<file path="config.mk">
export PLATFORM = sky130hd
export DESIGN_NAME = bfha_cell
export DESIGN_NICKNAME = d
export VERILOG_FILES = /design/src/design/bfha_pkg.sv /design/src/design/bfha_cell.sv
export SDC_FILE = /design/constraint.sdc
export NUM_CORES = 1
export LEC_CHECK = 0
export BUFFER_PORTS_ARGS = -buffer_cell sky130_fd_sc_hd__buf_2
export CORE_MARGIN = 2
export CORE_UTILIZATION = 45
export DETAILED_ROUTE_END_ITERATION = 12
export PLACE_DENSITY = 0.81
export SETUP_SLACK_MARGIN = 0.5
export SKIP_CTS_REPAIR_TIMING = 1
export SLEW_MARGIN = 20
export SYNTH_ARGS = -nofsm -noshare
export SYNTH_HDL_FRONTEND = slang
export SYNTH_SLANG_ARGS = --single-unit
</file>
<file path="constraint.sdc">
create_clock -name clk -period 7.8 [get_ports clk]
set_input_delay 1.56 -clock clk [delete_from_list [all_inputs] [get_ports clk]]
set_output_delay 1.56 -clock clk [all_outputs]
set_load 0.005 [all_outputs]
</file>
<file path="src/design/bfha_pkg.sv">
// ----------------------------------------------------------------------------
// bfha_pkg
// Shared types and codes for the best-fit heap allocator.
// ----------------------------------------------------------------------------
package bfha_pkg;

  localparam int unsigned CMD_W  = 1;
  localparam int unsigned REQ_W  = 16;
  localparam int unsigned OFF_W  = 12;
  localparam int unsigned STAT_W = 2;

  typedef enum logic [CMD_W-1:0] {
    CMD_ALLOC = 1'b0,
    CMD_FREE  = 1'b1
  } cmd_t;

  typedef enum logic [STAT_W-1:0] {
    ST_OK      = 2'd0,
    ST_NOFIT   = 2'd1,
    ST_BADFREE = 2'd2
  } status_t;

  // sequencer states
  typedef enum logic [2:0] {
    S_IDLE,
    S_SCAN,
    S_SHIFT,
    S_MERGE,
    S_DONE
  } state_t;

  // operation broadcast from the sequencer to every cell
  typedef enum logic [2:0] {
    OP_NONE,
    OP_SHRINK,    // shrink cell at target by need
    OP_INSERT,    // cells after target shift right, target+1 takes new segment
    OP_MARKFREE,  // target becomes free
    OP_REMOVE,    // cells after target shift left over target
    OP_GROW       // target size grows by delta
  } op_t;

endpackage

</file>
<file path="src/design/bfha_cell.sv">
// ----------------------------------------------------------------------------
// bfha_cell
// One segment slot: holds offset, size and used mark, evaluates fit and
// address match, and shifts with its neighbors on insert and remove.
// ----------------------------------------------------------------------------
module bfha_cell #(
  parameter int unsigned IDX_W = 8,
  parameter int unsigned AW    = 13,
  parameter int unsigned INDEX = 0
) (
  input  logic             clk,
  input  logic             rst_n,
  input  logic             rst_valid,
  input  logic [AW-1:0]    rst_size,
  input  bfha_pkg::op_t    op,
  input  logic [IDX_W-1:0] target,
  input  logic [AW-1:0]    arg_off,
  input  logic [AW-1:0]    arg_size,
  input  logic [AW:0]      need,
  input  logic [AW-1:0]    match_off,
  // left neighbor (index-1) and right neighbor (index+1)
  input  logic             lv,
  input  logic [AW-1:0]    loff,
  input  logic [AW-1:0]    lsize,
  input  logic             lused,
  input  logic             rv,
  input  logic [AW-1:0]    roff,
  input  logic [AW-1:0]    rsize,
  input  logic             rused,
  output logic             valid,
  output logic [AW-1:0]    off,
  output logic [AW-1:0]    size,
  output logic             used,
  output logic             fits,
  output logic             hit
);
  import bfha_pkg::*;

  localparam logic [IDX_W-1:0] ME = IDX_W'(INDEX);

  logic          valid_r, valid_nxt, used_r, used_nxt;
  logic [AW-1:0] off_r, off_nxt, size_r, size_nxt;

  // local compares
  assign fits = valid_r && !used_r && ({1'b0, size_r} >= need);
  assign hit  = valid_r && used_r && (off_r == match_off);

  // slot update
  always_comb begin
    valid_nxt = valid_r;
    off_nxt   = off_r;
    size_nxt  = size_r;
    used_nxt  = used_r;
    case (op)
      OP_SHRINK: if (ME == target) size_nxt = size_r - need[AW-1:0];
      OP_INSERT: begin
        if (ME == target + 1'b1) begin
          valid_nxt = 1'b1;
          off_nxt   = arg_off;
          size_nxt  = arg_size;
          used_nxt  = 1'b1;
        end else if (ME > target + 1'b1 && INDEX > 0) begin
          valid_nxt = lv;
          off_nxt   = loff;
          size_nxt  = lsize;
          used_nxt  = lused;
        end
      end
      OP_MARKFREE: if (ME == target) used_nxt = 1'b0;
      OP_REMOVE: if (ME >= target) begin
        valid_nxt = rv;
        off_nxt   = roff;
        size_nxt  = rsize;
        used_nxt  = rused;
      end
      OP_GROW: if (ME == target) size_nxt = size_r + arg_size;
      default: ;
    endcase
  end

  always_ff @(posedge clk) begin
    if (!rst_n) begin
      valid_r <= rst_valid;
      used_r  <= 1'b0;
      off_r   <= '0;
      size_r  <= rst_size;
    end else begin
      valid_r <= valid_nxt;
      used_r  <= used_nxt;
      off_r   <= off_nxt;
      size_r  <= size_nxt;
    end
  end

  assign valid = valid_r;
  assign off   = off_r;
  assign size  = size_r;
  assign used  = used_r;
endmodule

</file>
=== After elaboration in Yosys (flattened, before gate mapping) ===
Cells that the tools add are included.

* Reductions and logical operators: 13
* Shift-type cells: 0
* Div/mod/pow operators: 0
* Multiplexer cells: 16
* Bitwise operators: 0
* Add/sub/neg operators: 3
* Equality and inequality tests: 15
* Multiply operators: 0
* $lt $le $gt $ge: 2

{| class="wikitable"
|+ Operator list
! operator !! number
|-
| 2-to-1 mux 13 bit || 7
|-
| one-hot mux 13 bit (4 select lines) || 1
|-
| one-hot mux 13 bit (2 select lines) || 1
|-
| zero test 8 bit || 2
|-
| >= comparator 13 x 14 -> 1 bit || 1
|-
| adder 13 bit || 1
|-
| == test 13 bit || 1
|-
| subtractor 13 bit || 1
|-
| != test 3 bit (second input constant) || 4
|-
| adder 8 x 1 -> 8 bit (second input constant) || 1
|-
| >= comparator 1 x 8 -> 1 bit (first input constant) || 1
|-
| == test 3 x 2 -> 1 bit (second input constant) || 2
|-
| == test 3 bit (second input constant) || 2
|-
| != test 2 bit (second input constant) || 3
|-
| AND reduction 3 bit || 2
|-
| 2-to-1 mux 1 bit || 5
|-
| != test 5 x 1 -> 1 bit (second input constant) || 1
|-
| AND reduction 5 bit || 1
|-
| logical AND 1 bit || 4
|-
| AND reduction 4 bit || 1
|-
| == test 3 x 1 -> 1 bit (second input constant) || 1
|-
| != test 3 x 1 -> 1 bit (second input constant) || 1
|-
| one-hot mux 1 bit (3 select lines) || 1
|-
| nonzero test 3 bit || 1
|-
| 3 further kinds || 3
|}

* Word-level logic and storage cells: 53
* Bits in read-only memories: 0
* Memories kept: 0
* Bits of input ports: 136
* Output and inout bits: 30
* Bits in latches: 0
* Register bits: 28
* RAM bits: 0

=== Longest topological paths before layout ===
Gate-level depths: netlist of run 1.

* Word-level depth: 5
* Mapped depth: 15
* Depth with buffers taken out: 14

=== Worst setup path before layout of run 1 ===
OpenSTA, ideal clock, no wires.

* Path type: input -> register
* Start: in need[1]
* End: reg size_r[10], in the netlist size[10] (data pin)
* Stages: 14
* Setup slack: 3.242 ns
* Arrival: 4.412 ns
* Path buffers: 1
* Data required time: 7.654 ns
* Library setup time: 0.146 ns
* Cell sequence: inv_1 -> ha_1 -> or3b_1 -> clkbuf_2 -> o31ai_1 -> o21ai_0 -> a21oi_1 -> ha_1 -> a21o_1 -> o21a_1 -> o41a_1 -> o21ai_0 -> or3b_2 -> a21oi_1

* Word-level cells in the longest chain between the ends: 4

{| class="wikitable"
|+ Ends and longest elaborated chain
! item !! RTL line !! text
|-
| from (decl) || bfha_cell.sv:19 || <nowiki>input logic [AW:0] need,</nowiki>
|-
| subtractor 13 bit || bfha_cell.sv:55 || <nowiki>OP_SHRINK: if (ME == target) size_nxt = size_r - need[AW-1:0];</nowiki>
|-
| 2-to-1 mux 13 bit || bfha_cell.sv:55 ||
|-
| one-hot mux 13 bit (4 select lines) || bfha_cell.sv:54 || <nowiki>case (op)</nowiki>
|-
| 2-to-1 mux 13 bit || bfha_cell.sv:82 || <nowiki>if (!rst_n) begin</nowiki>
|-
| to (signal assigned) || bfha_cell.sv:86 || <nowiki>size_r <= rst_size;</nowiki>
|-
| to (signal assigned) || bfha_cell.sv:91 || <nowiki>size_r <= size_nxt;</nowiki>
|-
| to (decl) || bfha_cell.sv:42 || <nowiki>logic [AW-1:0] off_r, off_nxt, size_r, size_nxt;</nowiki>
|}

No other way between the ends. The select of a mux whose other input is x is not followed.
A chain may end at the register's enable or synchronous reset.

=== Worst setup path in the final report of run 1 ===
* Start: in op[2]
* End: reg size_r[10], in the netlist size[10] (data pin)

* Word-level cells in the longest chain between the ends: 3
* Elaborated cells between the ends (all ways): 6
* Classes of those cells: eq/ne (4); mux (2)

{| class="wikitable"
|+ Ends and longest elaborated chain
! item !! RTL line !! text
|-
| from (decl) || bfha_cell.sv:15 || <nowiki>input bfha_pkg::op_t op,</nowiki>
|-
| == test 3 bit (tied with other cells) || bfha_cell.sv:54 ||
|-
| one-hot mux 13 bit (4 select lines) * || bfha_cell.sv:54 ||
|-
| 2-to-1 mux 13 bit * || bfha_cell.sv:82 ||
|}

Every way passes the cells marked *; elsewhere a longest branch is shown, timed or not.

==> results.json, run 1 <==
{
  "crit_fanout": 22,
  "first_pass_iters": 5,
  "crit_slowest_cell": "nand2_1",
  "routed_wirelength_mm": 9.07,
  "period_needed_ns": 5.21,
  "initial_core_util": 0.463,
  "crit_path_max_incr_delay_ns": 0.57,
  "ys_seq_area_frac": 0.239,
  "status": "finished clean",
  "antenna_found_initial": 0,
  "yosys_most_used_dff": "edfxtp_1",
  "synth_warnings": 0,
  "ir_drop_uv": 73.6,
  "power-per-cell-area_mw_per_mm2": 127,
  "fmax_mhz": 192,
  "wl_met1_mm": 3.79,
  "rows": 29,
  "highest_layer": "met4",
  "clock-root-buffer": "clkbuf_8",
  "dp_hpwl_mm": 7.35,
  "drive_above_1_share": 0.294,
  "syn_to_final_growth_pct": 26.4,
  "avgSynthCellArea_sq_um": 7.53,
  "die_w_um": 84.8,
  "cts.clk_slew.worst_paths_ns": 0.10,
  "wl_met3_um": 736,
  "path_cells": "buf_2 -> nor2b_1 -> nand2_1 -> mux2_2 -> ha_1 -> inv_1 -> fa_1 -> nand2b_1 -> a211oi_1 -> o41a_1 -> nor3_1 -> or3b_2 -> a21oi_1",
  "relSlewSlack": 0.385,
  "worstMarginPinSlew_ns": 0.922,
  "grt_pass1_wl_mm": 14.8,
  "ios": 166,
  "antenna_cells": 0,
  "cp.required_ns": 7.93,
  "drtIter0Drc": 227,
  "layout_worst_path_cycle_share": 0.668,
  "drv_slew": 0,
  "synth_area_sq_mm": 0.00294,
  "finalHoldViolCount": 0,
  "port_buffers": 137,
  "rr_worst_depth": 9,
  "final_cell_mix": "buf_2 (137), nor2_1 (52), nand2_1 (40)",
  "path_buf_inv": 2,
  "synthTopCellsByArea": "edfxtp_1 (14%), ha_1 (11%), dfxtp_1 (9.5%)",
  "fillers": 590,
  "drc": 0,
  "ant_nets": 0,
  "htreeDepth": 1,
  "fin_skew_ns": 0.00209,
  "cts_tree": "built",
  "maxCapViolations": 0,
  "vias": 3448,
  "setup_tns_ns": 0,
  "syn_nets": 554,
  "synthArstFlopShare": 0,
  "setup_viol": 0,
  "synth-edff-count": 14,
  "fp.dieH_um": 84.8,
  "p_leak_nw": 1.69,
  "wl_met2_mm": 4.29,
  "synth_cells": 390,
  "synth_top_cell_area_share": 0.143,
  "hp-class": "flop to flop",
  "layout_commonest_cell": "buf_2",
  "grt_overflow_total": 0,
  "clk_latency_ns": 0.28,
  "cp-end-kind": "flop",
  "ys_ff_latch": 28,
  "fp.dieArea_sq_mm": 0.00719,
  "cts.path.max_buffers": 2,
  "synth.distinct_cells": 52,
  "nets": 680,
  "critPathKind": "input port to flop",
  "viasPerCell": 5.83,
  "rsz0062_at_grt": "no",
  "coreArea_sq_mm": 0.00635,
  "routabilityCongestion": 0.900,
  "cts_sinks": 28,
  "numCtsBuffers": 3,
  "whs_path_depth": 2,
  "wl_per_cell_um": 15.4,
  "yosys.area.top_type": "edfxtp_1",
  "grt_pass1_vias": 3334,
  "cp.depth": 13,
  "hold_ws_ns": 0.535,
  "grt_max_degree": 27,
  "grt_usage": 0.251,
  "cp.arrival_ns": 5.34,
  "start_kind": "input port",
  "critPathTopFamily": "simple AND/OR/NAND/NOR gates"
}
[routing by layer]
layer,global-route usage,vias up
met5,0,-
met4,0.101,0
met3,0.0383,25
met2,0.440,181
met1,0.307,1557
li1,-,1685
[layout make-up]
type	count	area (sq um)	share of cell area
Clock buffer	3	41.3	0.0111
Tap cell	77	96.3	0.0259
Inverter	21	78.8	0.0212
Multi-Input combinational cell	323	2100	0.564
Sequential cell	28	701	0.189
Timing Repair Buffer	139	701	0.189
[worst register-to-register path, stage by stage (launching register included)]
cell,delay [ns]
edfxtp_1,0.40
ha_1,0.18
inv_1,0.05
fa_1,0.40
nand2b_1,0.22
a211oi_1,0.43
o41a_1,0.21
nor3_1,0.05
or3b_2,0.44
a21oi_1,0.13
[where the power goes]
part | leakage (nW) | internal [W] | switching, W
logic | 1.42 | 0.0000996 | 0.000115
registers | 0.248 | 0.000167 | 0.00000839
clock network | 0.0216 | 0.0000348 | 0.0000486
total | 1.69 | 0.000301 | 0.000172
[synth_stat cells, types with 4 or more instances]
master	number
dfxtp_1	14
edfxtp_1	14
a31oi_1	5
nand2_1	40
nor3_1	9
nand2b_1	5
a21oi_1	37
nand3_1	9
nor2_1	52
a221oi_1	7
nand4_1	9
o31ai_1	5
ha_1	27
o21ai_0	19
or3_1	5
inv_1	21
xnor2_1	22
a311oi_1	13
a21o_1	6
nor2b_1	4
or4_1	4
clkbuf_1	16
[stage by stage]
step	setup WS (ns)	util	total power [W]	cells	cell area (sq um)
floorplan	3.24	-	0.000316	390	2940
global placement	2.46	0.578	0.000382	588	3670
detailed placement	2.37	0.578	0.000390	588	3670
CTS	2.66	0.585	0.000473	591	3710
global route	2.33	0.585	0.000509	591	3710
finish	2.59	0.585	0.000473	591	3710
[flip-flops by register name, summed over array words and instances, names as in the netlist]
name and flops:
off 13, valid 1, size 13, used 1
[worst paths after layout]
| path | startpoint | endpoint | slack (ns) |
|---|---|---|---|
| setup / recovery | op[2] | size[10] | 2.59 |
| hold / removal | off[2] | off[2] | 0.53 |
| setup reg to reg | size[0] | size[10] | 5.15 |
| hold reg to reg | off[2] | off[2] | 0.53 |
[kinds of logic after synthesis]
logic type / synth area share
flip-flops: 0.239
multiplexers: 0.0183
XOR/XNOR: 0.0745
buffers and inverters: 0.0507
AND/OR/NAND/NOR: 0.246
adder cells (fa/ha/maj): 0.122
AO/OA/AOI/OAI: 0.250
Note: power is estimated with default switching activity, not from simulation.
==> run 2, diff against run 1 <==
CORE_UTILIZATION = 41   (was 45)
PLACE_DENSITY = 0.78   (was 0.81)
clock period = 4.4 ns   (was 7.8 ns; I/O delays follow)
==> results.json, run 2 (same netlist as run 1, synthesis figures left out) <==
{
  "drive_above_1_share": 0.318,
  "setup_viol": 0,
  "highest_layer": "met4",
  "drtIter0Drc": 248,
  "hp-class": "flop to flop",
  "design_area_sq_mm": 0.00384,
  "crit_path_max_incr_delay_ns": 0.45,
  "path_cells": "buf_2 -> inv_1 -> ha_2 -> or3b_4 -> buf_4 -> o21ai_1 -> a21oi_1 -> ha_1 -> buf_4 -> nand3_1 -> a211oi_1 -> o41a_1 -> buf_4 -> nor3_1 -> or3b_2 -> a21oi_2",
  "nets": 690,
  "fp.dieH_um": 88.7,
  "syn_to_final_growth_pct": 30.7,
  "wl_met3_um": 696,
  "fin_skew_ns": 0.00343,
  "viasPerCell": 5.52,
  "worstMarginPinSlew_ns": 0.932,
  "power_frac_comb": 0.455,
  "clk_latency_ns": 0.28,
  "final_cell_mix": "buf_2 (137), nor2_1 (52), nand2_1 (40)",
  "dp_hpwl_mm": 7.70,
  "clock-root-buffer": "clkbuf_8",
  "grt_overflow_total": 0,
  "coreArea_sq_mm": 0.00687,
  "final_util": 0.559,
  "fp.dieArea_sq_mm": 0.00786,
  "cp.arrival_ns": 3.95,
  "worst_slack_ns": 0.599,
  "status": "finished clean",
  "routed_wirelength_mm": 9.65,
  "fmax_mhz": 263,
  "drv_slew": 0,
  "vias": 3426,
  "crit_slowest_cell": "or3b_2",
  "ant_nets": 0,
  "die_w_um": 88.7,
  "drc": 0,
  "swShare": 0.360,
  "wl_per_cell_um": 15.5,
  "finalHoldViolCount": 0,
  "cts_tree": "built",
  "rsz0062_at_grt": "no",
  "wl_met1_mm": 4.14,
  "start_kind": "input port",
  "antenna_cells": 0,
  "p_leak_nw": 1.74,
  "cts.clk_slew.worst_paths_ns": 0.11,
  "initial_core_util": 0.428,
  "switchingPower_w": 0.000317,
  "grt_usage": 0.239,
  "power-per-cell-area_mw_per_mm2": 229,
  "ir_drop_uv": 117,
  "period_needed_ns": 3.80,
  "ios": 166,
  "numCtsBuffers": 3,
  "layout_worst_path_cycle_share": 0.864,
  "path_buf_inv": 5,
  "clkPwrFrac": 0.192,
  "first_pass_iters": 4,
  "cts_sinks": 28,
  "crit_top_cell": "buf_4",
  "cts.path.max_buffers": 2,
  "critPathKind": "input port to flop",
  "wl_met2_mm": 4.76,
  "dp_slack_ns": 0.191,
  "grt_pass1_vias": 3176,
  "totalPowerFinal_w": 0.000881,
  "maxCapViolations": 0,
  "antenna_found_initial": 0,
  "layout_commonest_cell": "buf_2",
  "cp-end-kind": "flop",
  "routabilityCongestion": 0.885,
  "sequentialPowerShare": 0.353,
  "rows": 30,
  "internal_power_w": 0.000564,
  "relSlewSlack": 0.378,
  "cp.required_ns": 4.55,
  "grt_pass1_wl_mm": 14.9,
  "grt_max_degree": 27,
  "setup_tns_ns": 0,
  "htreeDepth": 1,
  "placedInstanceArea_sq_mm": 0.00372,
  "port_buffers": 137,
  "critPathTopFamily": "simple AND/OR/NAND/NOR gates",
  "crit_fanout": 5
}
[run 2: routing by layer]
layer,vias to the layer above,track usage
li1,1706,-
met5,-,0
met3,6,0.0354
met2,141,0.442
met1,1573,0.296
met4,0,0.0358
[run 2: power by group through the flow]
| stage | sequential (W) | clock, W | combinational, W |
|---|---|---|---|
| 4_1_cts | 0.000311 | 0.000173 | 0.000383 |
| 3_5_place_dp | 0.000317 | 0 | 0.000380 |
| 2_1_floorplan | 0.000314 | 0 | 0.000246 |
| 3_3_place_gp | 0.000315 | 0 | 0.000367 |
| 6_report | 0.000311 | 0.000169 | 0.000401 |
| 5_1_grt | 0.000313 | 0.000181 | 0.000447 |
[run 2: stage by stage]
stage               hold WS (ns)  std cells
global route               0.559        621
detailed placement         0.520        610
CTS                        0.535        614
global placement           0.509        610
finish                     0.530        621
floorplan                  0.515        390
[run 2: path summary, 6_finish.rpt]
check	endpoint	cells past startpoint	slack [ns]	start
max	size[10]	16	0.60	need[0]
min	off[2]	2	0.53	off[2]
max reg2reg	size[10]	10	1.64	size[0]
min reg2reg	off[2]	2	0.53	off[2]
[run 2: cell type report]
cell class	count	area (sq um)
Inverter	21	78.8
Clock buffer	4	55.1
Sequential cell	28	701
Timing Repair Buffer	149	776
Tap cell	96	120
Fill cell	660	3030
Multi-Input combinational cell	323	2110
[run 2: tightest hold or removal path, cell delays in order (launching register included)]
cell and delay, ns:
dfxtp_1 0.34, nor2_1 0.10, a311oi_1 0.05
==> run 3, diff against run 2 <==
GPL_TIMING_DRIVEN = 0   (was not set)
RECOVER_POWER = 50   (was not set)
==> results.json, run 3 (same netlist as run 1, synthesis figures left out) <==
{
  "status": "finished with violations",
  "violations": "capacitance limit, slew limit",
  "grt_pass1_wl_mm": 15.8,
  "htreeDepth": 1,
  "final_cell_mix": "buf_2 (125), nor2_1 (52), nand2_1 (40)",
  "cp-end-kind": "flop",
  "cts.path.max_buffers": 2,
  "fin_skew_ns": 0.00217,
  "initial_core_util": 0.428,
  "antenna_found_initial": 0,
  "rr_worst_depth": 9,
  "setup_tns_ns": 0,
  "ir_drop_uv": 127,
  "timing.rr.start": "size[0]",
  "cp.required_ns": 4.53,
  "nets": 698,
  "critPathTopFamily": "simple AND/OR/NAND/NOR gates",
  "wl_per_cell_um": 16.2,
  "rsz0062_at_grt": "yes",
  "path_buf_inv": 4,
  "crit_slowest_cell": "or3b_2",
  "first_pass_iters": 5,
  "numCtsBuffers": 3,
  "critPathKind": "input port to flop",
  "fp.dieH_um": 88.7,
  "start_kind": "input port",
  "dp_hpwl_mm": 8.34,
  "power-per-cell-area_mw_per_mm2": 226,
  "hp-class": "flop to flop",
  "drtIter0Drc": 265,
  "crit_path_max_incr_delay_ns": 0.45,
  "drive_above_1_share": 0.269,
  "endpoint": "size[6]",
  "cp.arrival_ns": 4.06,
  "antenna_cells": 0,
  "worstMarginPinSlew_ns": 1.55,
  "clock-root-buffer": "clkbuf_8",
  "maxCapViolations": 1,
  "die_w_um": 88.7,
  "coreArea_sq_mm": 0.00687,
  "finalHoldViolCount": 0,
  "layout_worst_path_cycle_share": 0.893,
  "routed_wirelength_mm": 10.2,
  "switchingPower_w": 0.000317,
  "cts.clk_slew.worst_paths_ns": 0.10,
  "cts_sinks": 28,
  "grt_max_degree": 15,
  "crit_fanout": 10,
  "routabilityCongestion": 0.865,
  "grt_usage": 0.258,
  "internal_power_w": 0.000540,
  "r2r_slack_ns": 1.92,
  "cts_tree": "built",
  "power_frac_comb": 0.464,
  "drc": 0,
  "clk_latency_ns": 0.28,
  "critPathLaunch": "op[2]",
  "ios": 166,
  "sequentialPowerShare": 0.363,
  "ant_nets": 0,
  "period_needed_ns": 3.93,
  "cp.depth": 15,
  "totalPowerFinal_w": 0.000858,
  "swShare": 0.370,
  "p_leak_nw": 1.66,
  "r2r_end": "size[6]",
  "fmax_mhz": 255,
  "grt_overflow_total": 0,
  "setup_viol": 0,
  "vias": 3487,
  "syn_to_final_growth_pct": 29.4,
  "drv_slew": 7,
  "relSlewSlack": -0.0452,
  "viasPerCell": 5.55,
  "layout_commonest_cell": "buf_2",
  "rows": 30,
  "grt_pass1_vias": 3393,
  "port_buffers": 136,
  "fp.dieArea_sq_mm": 0.00786,
  "clkPwrFrac": 0.173,
  "path_cells": "buf_2 -> nor2b_1 -> clkbuf_1 -> nand2_1 -> buf_2 -> mux2_2 -> ha_1 -> inv_1 -> fa_1 -> nand2b_1 -> a21oi_1 -> o21a_1 -> nor3_1 -> or3b_2 -> a21oi_1"
}
run 3: how the worst min path moves through the flow:
stage / depth (start not counted) / startpoint / slack, ns / endpoint
finish: 2 / off[10] / 0.55 / off[10]
global route: 2 / off[4] / 0.57 / off[4]
CTS: 2 / off[10] / 0.55 / off[10]
detailed placement: 2 / off[1] / 0.53 / off[1]
global placement: 2 / off[12] / 0.52 / off[12]
floorplan: 2 / off[0] / 0.52 / off[0]
run 3: area by class of cell:
class                   instances  area, sq um
plain buffers                  18         72.6
flip-flops and latches         28          701
well taps                      96          120
inverters                      21         78.8
fillers                       688         3070
clock buffers                   3         41.3
multi-input cells             323         2100
repair buffers                139          686
run 3: through the flow:
| stage | hold slack (ns) | instances | utilization | cell area (sq um) | setup slack, ns |
|---|---|---|---|---|---|
| floorplan | 0.515 | 390 | - | 2940 | 0.522 |
| global placement | 0.518 | 622 | 0.544 | 3740 | -0.359 |
| detailed placement | 0.528 | 623 | 0.546 | 3750 | -0.0522 |
| CTS | 0.546 | 626 | 0.552 | 3790 | 0.230 |
| global route | 0.568 | 628 | 0.553 | 3800 | 0.280 |
| finish | 0.546 | 628 | 0.553 | 3800 | 0.472 |
run 3: layer usage:
metal  wire (um)  vias up  global-route usage
li1            -     1726                   -
met1        4240     1591               0.314
met2        5070      162               0.478
met3         752        8              0.0354
met4          93        0              0.0565
met5           0        -                   0
run 3: worst register-to-register path, stage by stage, from the launching register on:
cell and delay, ns:
edfxtp_1 0.42, ha_1 0.19, inv_1 0.06, fa_1 0.39
nand2b_1 0.23, a21oi_1 0.23, o21a_1 0.16, nor3_1 0.05
or3b_2 0.45, a21oi_1 0.16
run 3: power by group through the flow:
stage                     logic [W]  clock network [W]  registers (W)
after floorplan            0.000246                  0       0.000314
after global placement     0.000369                  0       0.000317
after detailed placement   0.000382                  0       0.000317
after CTS                  0.000385           0.000150       0.000311
after global routing       0.000447           0.000159       0.000313
final                      0.000398           0.000148       0.000312
